--- config.mk ---
export PLATFORM = sky130hd
export DESIGN_NAME = stepper_position_controller
export DESIGN_NICKNAME = d
export VERILOG_FILES = /design/src/sv/spc_pkg.sv /design/src/sv/spc_regs.sv /design/src/sv/spc_core.sv /design/src/sv/stepper_position_controller.sv
export SDC_FILE = /design/constraint.sdc
export NUM_CORES = 1
export LEC_CHECK = 0
export BUFFER_PORTS_ARGS = -buffer_cell sky130_fd_sc_hd__buf_2
export CORE_ASPECT_RATIO = 2
export CORE_UTILIZATION = 45
export CTS_BUF_LIST = sky130_fd_sc_hd__clkbuf_8
export CTS_CLUSTER_DIAMETER = 60
export DETAILED_ROUTE_END_ITERATION = 7
export PLACE_DENSITY_LB_ADDON = 0.25
export SKIP_CTS_REPAIR_TIMING = 1
export SLEW_MARGIN = 15
export SYNTH_ARGS = -nofsm -noshare
export SYNTH_HDL_FRONTEND = slang
export SYNTH_SLANG_ARGS = --single-unit
--- constraint.sdc ---
create_clock -name clk -period 7.7 [get_ports clk]
set_input_delay 1.925 -clock clk [delete_from_list [all_inputs] [get_ports clk]]
set_output_delay 1.925 -clock clk [all_outputs]
set_load 0.02 [all_outputs]
--- src/sv/spc_pkg.sv ---
// Shared types and constants for the stepper position controller.
package spc_pkg;

  localparam int unsigned ADDR_W = 3;

  localparam logic [7:0]  FAST_DIV_RESET = 8'd2;
  localparam logic [7:0]  SLOW_DIV_RESET = 8'd16;
  localparam logic [31:0] IDLE_MAX       = 32'hffff_ffff;

  typedef enum logic [1:0] {
    OP_TICK   = 2'd0,
    OP_MOVE   = 2'd1,
    OP_STOP   = 2'd2,
    OP_PRESET = 2'd3
  } op_t;

  typedef enum logic {
    REG_FAST_DIV = 1'b0,
    REG_SLOW_DIV = 1'b1
  } reg_idx_t;

  typedef struct packed {
    op_t         operation;
    logic [15:0] position;
    logic        fast;
  } item_t;

  typedef struct packed {
    logic        step_pulse;
    logic        direction;
    logic [15:0] position_now;
    logic [15:0] target_now;
    logic        moving;
    logic [31:0] idle_ticks;
  } result_t;

endpackage

--- src/sv/spc_regs.sv ---
// APB-style configuration registers: fast and slow step divisors.
module spc_regs (
  input  logic                       clk,
  input  logic                       rst,
  input  logic                       psel,
  input  logic                       penable,
  input  logic                       pwrite,
  input  logic [spc_pkg::ADDR_W-1:0] paddr,
  input  logic [31:0]                pwdata,
  output logic [31:0]                prdata,
  output logic                       pready,
  output logic [7:0]                 fast_divisor,
  output logic [7:0]                 slow_divisor
);
  import spc_pkg::*;

  logic     wr_en;
  reg_idx_t idx;

  assign pready = 1'b1;
  assign wr_en  = psel && penable && pwrite;
  assign idx    = reg_idx_t'(paddr[2]);

  always_ff @(posedge clk) begin
    if (rst) begin
      fast_divisor <= FAST_DIV_RESET;
      slow_divisor <= SLOW_DIV_RESET;
    end else if (wr_en) begin
      case (idx)
        REG_FAST_DIV: fast_divisor <= pwdata[7:0];
        REG_SLOW_DIV: slow_divisor <= pwdata[7:0];
        default: ;
      endcase
    end
  end

  always_comb begin
    case (idx)
      REG_FAST_DIV: prdata = {24'd0, fast_divisor};
      REG_SLOW_DIV: prdata = {24'd0, slow_divisor};
      default:      prdata = 32'd0;
    endcase
  end

endmodule

--- src/sv/spc_core.sv ---
// Controller state and its combinational update for one item.
module spc_core (
  input  logic             clk,
  input  logic             rst,
  input  logic             advance,
  input  spc_pkg::item_t   item,
  input  logic [7:0]       fast_divisor,
  input  logic [7:0]       slow_divisor,
  output spc_pkg::result_t res
);
  import spc_pkg::*;

  logic [15:0] current_position, current_position_next;
  logic [15:0] target_position, target_position_next;
  logic        fast_selected, fast_selected_next;
  logic [7:0]  tick_divider, tick_divider_next;
  logic [31:0] idle_counter, idle_counter_next;
  logic        direction_line, direction_line_next;
  logic        pulse;
  logic [7:0]  divisor;
  logic [7:0]  reload;

  assign divisor = fast_selected ? fast_divisor : slow_divisor;
  assign reload  = (divisor == 8'd0) ? 8'd0 : divisor - 8'd1;

  always_comb begin
    current_position_next = current_position;
    target_position_next  = target_position;
    fast_selected_next    = fast_selected;
    tick_divider_next     = tick_divider;
    idle_counter_next     = idle_counter;
    direction_line_next   = direction_line;
    pulse                 = 1'b0;
    case (item.operation)
      OP_TICK: begin
        if (current_position == target_position) begin
          if (idle_counter != IDLE_MAX) idle_counter_next = idle_counter + 32'd1;
        end else if (tick_divider == 8'd0) begin
          if (target_position > current_position) begin
            direction_line_next   = 1'b1;
            current_position_next = current_position + 16'd1;
          end else begin
            direction_line_next   = 1'b0;
            current_position_next = current_position - 16'd1;
          end
          pulse             = 1'b1;
          idle_counter_next = 32'd0;
          tick_divider_next = reload;
        end else begin
          tick_divider_next = tick_divider - 8'd1;
        end
      end
      OP_MOVE: begin
        target_position_next = item.position;
        fast_selected_next   = item.fast;
      end
      OP_STOP: target_position_next = current_position;
      OP_PRESET: begin
        current_position_next = item.position;
        target_position_next  = item.position;
      end
      default: ;
    endcase
  end

  always_ff @(posedge clk) begin
    if (rst) begin
      current_position <= 16'd0;
      target_position  <= 16'd0;
      fast_selected    <= 1'b0;
      tick_divider     <= 8'd0;
      idle_counter     <= 32'd0;
      direction_line   <= 1'b0;
    end else if (advance) begin
      current_position <= current_position_next;
      target_position  <= target_position_next;
      fast_selected    <= fast_selected_next;
      tick_divider     <= tick_divider_next;
      idle_counter     <= idle_counter_next;
      direction_line   <= direction_line_next;
    end
  end

  always_comb begin
    res.step_pulse   = pulse;
    res.direction    = direction_line_next;
    res.position_now = current_position_next;
    res.target_now   = target_position_next;
    res.moving       = (current_position_next != target_position_next);
    res.idle_ticks   = idle_counter_next;
  end

endmodule

--- src/sv/stepper_position_controller.sv ---
// Stepper step/direction position controller, top level.
// An input register and a result register separate the channels; an accepted item
// passes through them in that order. Throughput: one item per cycle while out_stall
// does not hold the result register; the state updates as an item enters it.
// Reset (rst, synchronous): position, target, divider, idle count and direction
// clear, slow speed is selected, divisors return to 2 (fast) and 16 (slow).
module stepper_position_controller (
  input  logic                       clk,
  input  logic                       rst,
  input  logic                       in_valid,
  output logic                       in_stall,
  input  logic [1:0]                 operation,
  input  logic [15:0]                position,
  input  logic                       fast,
  output logic                       out_valid,
  input  logic                       out_stall,
  output logic                       step_pulse,
  output logic                       direction,
  output logic [15:0]                position_now,
  output logic [15:0]                target_now,
  output logic                       moving,
  output logic [31:0]                idle_ticks,
  input  logic                       psel,
  input  logic                       penable,
  input  logic                       pwrite,
  input  logic [spc_pkg::ADDR_W-1:0] paddr,
  input  logic [31:0]                pwdata,
  output logic [31:0]                prdata,
  output logic                       pready
);
  import spc_pkg::*;

  logic       fast_divisor_q;
  logic [7:0] fast_divisor;
  logic [7:0] slow_divisor;
  logic       s1_valid;
  item_t      s1_item;
  logic       advance;
  logic       in_take;
  result_t    res;
  result_t    out_q;

  spc_regs u_regs (
    .clk          (clk),
    .rst          (rst),
    .psel         (psel),
    .penable      (penable),
    .pwrite       (pwrite),
    .paddr        (paddr),
    .pwdata       (pwdata),
    .prdata       (prdata),
    .pready       (pready),
    .fast_divisor (fast_divisor),
    .slow_divisor (slow_divisor)
  );

  assign fast_divisor_q = 1'b0;

  assign advance  = s1_valid && (!out_valid || !out_stall);
  assign in_stall = s1_valid && !advance;
  assign in_take  = in_valid && !in_stall;

  always_ff @(posedge clk) begin
    if (rst) begin
      s1_valid <= 1'b0;
    end else if (in_take) begin
      s1_valid <= 1'b1;
    end else if (advance) begin
      s1_valid <= 1'b0;
    end
  end

  always_ff @(posedge clk) begin
    if (in_take) begin
      s1_item.operation <= op_t'(operation);
      s1_item.position  <= position;
      s1_item.fast      <= fast;
    end
  end

  spc_core u_core (
    .clk          (clk),
    .rst          (rst),
    .advance      (advance),
    .item         (s1_item),
    .fast_divisor (fast_divisor | {7'd0, fast_divisor_q}),
    .slow_divisor (slow_divisor),
    .res          (res)
  );

  always_ff @(posedge clk) begin
    if (rst) begin
      out_valid <= 1'b0;
    end else if (advance) begin
      out_valid <= 1'b1;
    end else if (!out_stall) begin
      out_valid <= 1'b0;
    end
  end

  always_ff @(posedge clk) begin
    if (advance) begin
      out_q <= res;
    end
  end

  assign step_pulse   = out_q.step_pulse;
  assign direction    = out_q.direction;
  assign position_now = out_q.position_now;
  assign target_now   = out_q.target_now;
  assign moving       = out_q.moving;
  assign idle_ticks   = out_q.idle_ticks;

endmodule

[After elaboration in Yosys (flattened, before gate mapping)]
Cells that the tools add are included.
Word-level totals
  flip-flop bits (word level): 178
  bits in latches: 0
  bits in writable memories: 0
  bits in read-only memories: 0
  bits of input ports: 61
  output and inout port bits: 102
  logic and storage cells: 77
  memories kept: 0
Cells by class
  add/subtract/negate cells: 5
  multiply operators: 0
  div/mod/pow operators: 0
  order comparisons: 1
  equality and inequality tests: 7
  shift operators: 0
  muxes and demuxes: 22
  bitwise logic cells: 3
  reductions and logical operators: 20
Operators by type and width (count)
  two-way mux 32 bit: 4
  case mux 16 bit (2 select lines): 2
  case mux 32 bit (2 select lines): 1
  two-way mux 16 bit: 3
  adder 32 x 1 -> 32 bit (second input constant): 1
  inequality test 32 bit (second input constant): 1
  two-way mux 8 bit: 3
  adder 16 x 1 -> 16 bit (second input constant): 1
  == test 16 bit: 1
  > comparator 16 bit: 1
  logical NOT 8 bit: 2
  inequality test 16 bit: 1
  subtractor 16 x 1 -> 16 bit (second input constant): 1
  subtractor 8 x 1 -> 8 bit (second input constant): 2
  two-way mux 1 bit: 9
  AND reduction 2 bit: 3
  logical AND 1 bit: 5
  == test 2 bit (second input constant): 2
  logical NOT 1 bit: 4
  OR reduction 2 bit: 2
  NOT 1 bit: 3
  AND reduction 3 bit: 1
  == test 2 x 1 -> 1 bit (second input constant): 1
  logical NOT 2 bit: 1
  other kinds (3): 3

[Logic depth before layout (Yosys ltp)]
  depth after elaboration: 8
  gate-level depth with buffers: 18
  gate-level depth less buffers: 17

[Hierarchy]
Synthesis repeated with hierarchy kept, for this count alone.
Unflattened totals
  cell total of the unflattened synthesis: 1080
  area total of the unflattened synthesis: 10050.9 um2
Modules (own cells, without submodules)
  spc_core: instances 1, cells an instance 882, area an instance 6373.6 um2, seq. area each 1481.4 um2
  stepper_position_controller: instances 1, cells an instance 96, area an instance 2668.8 um2, seq. area each 2622.5 um2
  spc_regs: instances 1, cells an instance 102, area an instance 1008.5 um2, seq. area each 320.3 um2

[Least setup slack after synthesis]
No wires, ideal clock.
  path type: input to register
  start: input out_stall
  end: register out_q, in the netlist direction, enable pin
  library setup time: 0.457 ns
  arrival: 4.334 ns
  data required time: 7.243 ns
  slack: 2.908 ns
  stages on the path: 4
  buffers on the path: 1
  cells stage by stage: nand2_1 > nand2_1 > inv_2 > clkbuf_1
On the way
  word-level cells in the longest chain between the ends: 3
RTL lines
  start, declared: line stepper_position_controller.sv:16  | input logic out_stall,
  logical NOT 1 bit
  logical OR 1 bit: line stepper_position_controller.sv:59  | assign advance = s1_valid && (!out_valid || !out_stall);
  logical AND 1 bit: line stepper_position_controller.sv:59
  via advance: line stepper_position_controller.sv:38  | logic advance;
  end signal, assigned: line stepper_position_controller.sv:103  | out_q <= res;
  end, declared: line stepper_position_controller.sv:41  | result_t out_q;
The timed path passes the listed nets, and every way through them passes these cells.
A chain may end at the register's enable or synchronous reset.

==> reports/metrics.yaml <==
ys_warn_count: 0
worstPathRequired_ns: 7.92
layout-drive-gt1-share: 0.160
status: "finished, violations left"
pre_cts_ws_ns: 1.95
relSlewSlack: 0.339
crit_path_end_kind: "flip-flop"
grt_use_total: 0.249
grt-ovfl-total: 0
totalWireLength_mm: 28.0
yosysSeqAreaShare: 0.440
dpl.cell_count: 1466
grt_start_max_net_pins: 81
avgRoutedWirePerCell_um: 18.7
hp-class: "reg -> reg"
cts_tree: "done"
cts_root_buf: "clkbuf_8"
clk_path_buf_depth: 2
drt_iter0_markers: 498
die_w_um: 108
fin_util: 0.506
drc_errors: 2
synth-seq-cells: 178
grt_pass1_wl_mm: 43.0
final_antenna_net_count: 0
synthCells: 1127
p_leak_nw: 4.16
grt_pass1_vias: 8297
dieHeight_um: 213
drv_slew: 0
gp_congestion: 0.977
die_area_um2: 23000
fin_crit_sh: 0.761
fin_nets: 1311
core.rowCount: 77
violations: "design-rule violations"
synth_top_area_share: 0.257
synth.distinct_cells: 86
async_flop_share: 0
setup_tns_ns: 0
core_um2: 22000
place_hpwl_mm: 20.3
crit_arrival_ns: 6.08
numCtsBuffers: 17
cts_sinks: 178
final_cell_count_no_fill: 1498
worstSetupPathType: "reg -> reg"
htreeDepth: 4
initial_core_util: 0.458
syn_area_um2: 10100
io_buffers: 111
synth_top_flop_cell: "dfxtp_1"
drt_first_pass_iters: 7
cap_violations: 0
irDropWorstVdd_v: 0.0000980
cts.reportedPaths.clkPinSlew_ns: 0.09
via_count: 8834
avgSynthCellArea_um2: 8.92
final-hold-violation-count: 0
finalCriticalPeriod_ns: 5.86
synthToLayoutAreaGrowth_pct: 10.6
synth_edf_count: 86
worstPathMaxFanout: 18
viasPerCell: 5.90
max_freq_ghz: 0.171
antenna_found_initial: 0
hold_path_depth: 2
startpoint_type: "flip-flop"
n_antenna_cell: 0
ff2ff_path_depth: 15
power.density_nw_per_um2: 210
synth.largest_area_cell: "edfxtp_1"
rsz0062_at_grt: "false"
worstSkewPairLatency_ns: 0.50
yosys-top-cells-area: "edfxtp_1 (26%), dfxtp_1 (18%), nand2_1 (6.5%)"
io_pins: 163
worst_pin_slew_ns: 0.991
clock_skew_ns: 0.0140
timing.final.ws_setup_ns: 1.84
setup_viol: 0
routing by layer:
layer	GRT usage	wire length, µm	vias up
li1	-	-	4265
met1	0.257	10300	4201
met2	0.456	15200	283
met3	0.0401	1030	85
met4	0.164	1490	0
met5	0	0	-
cell usage after synthesis (10+ instances only):
master,number
buf_4,25
inv_1,40
nand3_1,29
and3_1,14
or3_1,10
a22oi_1,20
nand4_1,15
dfxtp_1,92
nand2_1,174
ha_1,40
edfxtp_1,86
xor2_1,11
nor3_1,27
clkbuf_1,48
xnor2_1,15
a211oi_1,14
a31oi_1,19
nor2_1,73
o21ai_0,65
a21oi_1,107
mux2i_1,11
a21o_1,13
a311oi_1,18
flip-flops by register name, indices dropped and copies added, names as in the netlist, 8 cells and up:
signal and flops:
u_core.tick_divider 8, u_core.current_position 16, s1_item 19, u_core.target_position 16, idle_ticks 32, u_regs.fast_divisor 8
target_now 16, u_core.idle_counter 32, u_regs.slow_divisor 8, position_now 16
final timing paths:
| check | from | to | slack, ns |
|---|---|---|---|
| max | u_core.current_position[7] | moving | 1.84 |
| min | u_core.target_position[0] | u_core.target_position[0] | 0.46 |
| max reg2reg | u_core.current_position[7] | moving | 1.84 |
| min reg2reg | u_core.target_position[0] | u_core.target_position[0] | 0.46 |
power by group:
part           switching, W  internal (W)
logic              0.000407      0.000218
clock network      0.000361      0.000279
registers         0.0000299       0.00104
layout by cell type, fill, tap and decap left out, types with 8 or more instances in the layout:
cell type and instances:
a22oi_1 20, buf_4 13, inv_1 41, or4_1 9, o31ai_1 8, xnor2_1 15, or3_1 10, nor3_1 27
buf_2 111, nor2_1 72, dfxtp_1 92, and3_1 14, xor2_1 11, nand2_1 174, o21ai_0 65, a311oi_1 18
ha_1 39, a21oi_1 107, edfxtp_1 86, conb_1 25, a21o_1 13, nand4_1 15, a211oi_1 14, mux2_2 9
and2_1 8, mux2i_1 11, clkbuf_8 19, nand3_1 29, a31oi_1 19
layout make-up:
cell class	instances	area, µm²
tap	276	345
clock inverter	13	128
timing repair buffer	124	653
sequential	178	4420
fill	2150	10800
multi-input combinational	845	5140
inverter	43	164
clock buffer	19	262
critical path, cell delays in order, from the launching register on:
cell and delay, ns:
dfxtp_1 0.49, inv_1 0.17, ha_1 0.37, nand4_1 0.20, or4_1 0.76, nand2_1 0.68, ha_1 0.42, and3_1 0.20
a221oi_2 0.38, xnor2_1 0.11, a211o_1 0.37, xor2_1 0.19, nor4_2 0.38, o2111ai_1 0.21, nor4_1 0.48, nand4_1 0.16
metrics by stage:
| step | area, µm² | hold WS (ns) | power, W |
|---|---|---|---|
| global route | 11100 | 0.492 | 0.00245 |
| global placement | 10700 | 0.445 | 0.00170 |
| CTS | 11100 | 0.464 | 0.00234 |
| detailed placement | 10700 | 0.451 | 0.00171 |
| finish | 11100 | 0.462 | 0.00233 |
| floorplan | 10100 | 0.436 | 0.00154 |
logic make-up after synthesis:
| kind of cell | Yosys count | share of synthesized area |
|---|---|---|
| fa+ha+maj | 41 | 0.0518 |
| xor+xnor | 26 | 0.0227 |
| mux | 20 | 0.0210 |
| compound gates | 325 | 0.209 |
| other cells | 2 | 0.000747 |
| flops | 178 | 0.440 |
| buf+inv | 127 | 0.0580 |
| simple gates | 408 | 0.197 |
(Power assumes the default switching activity.)
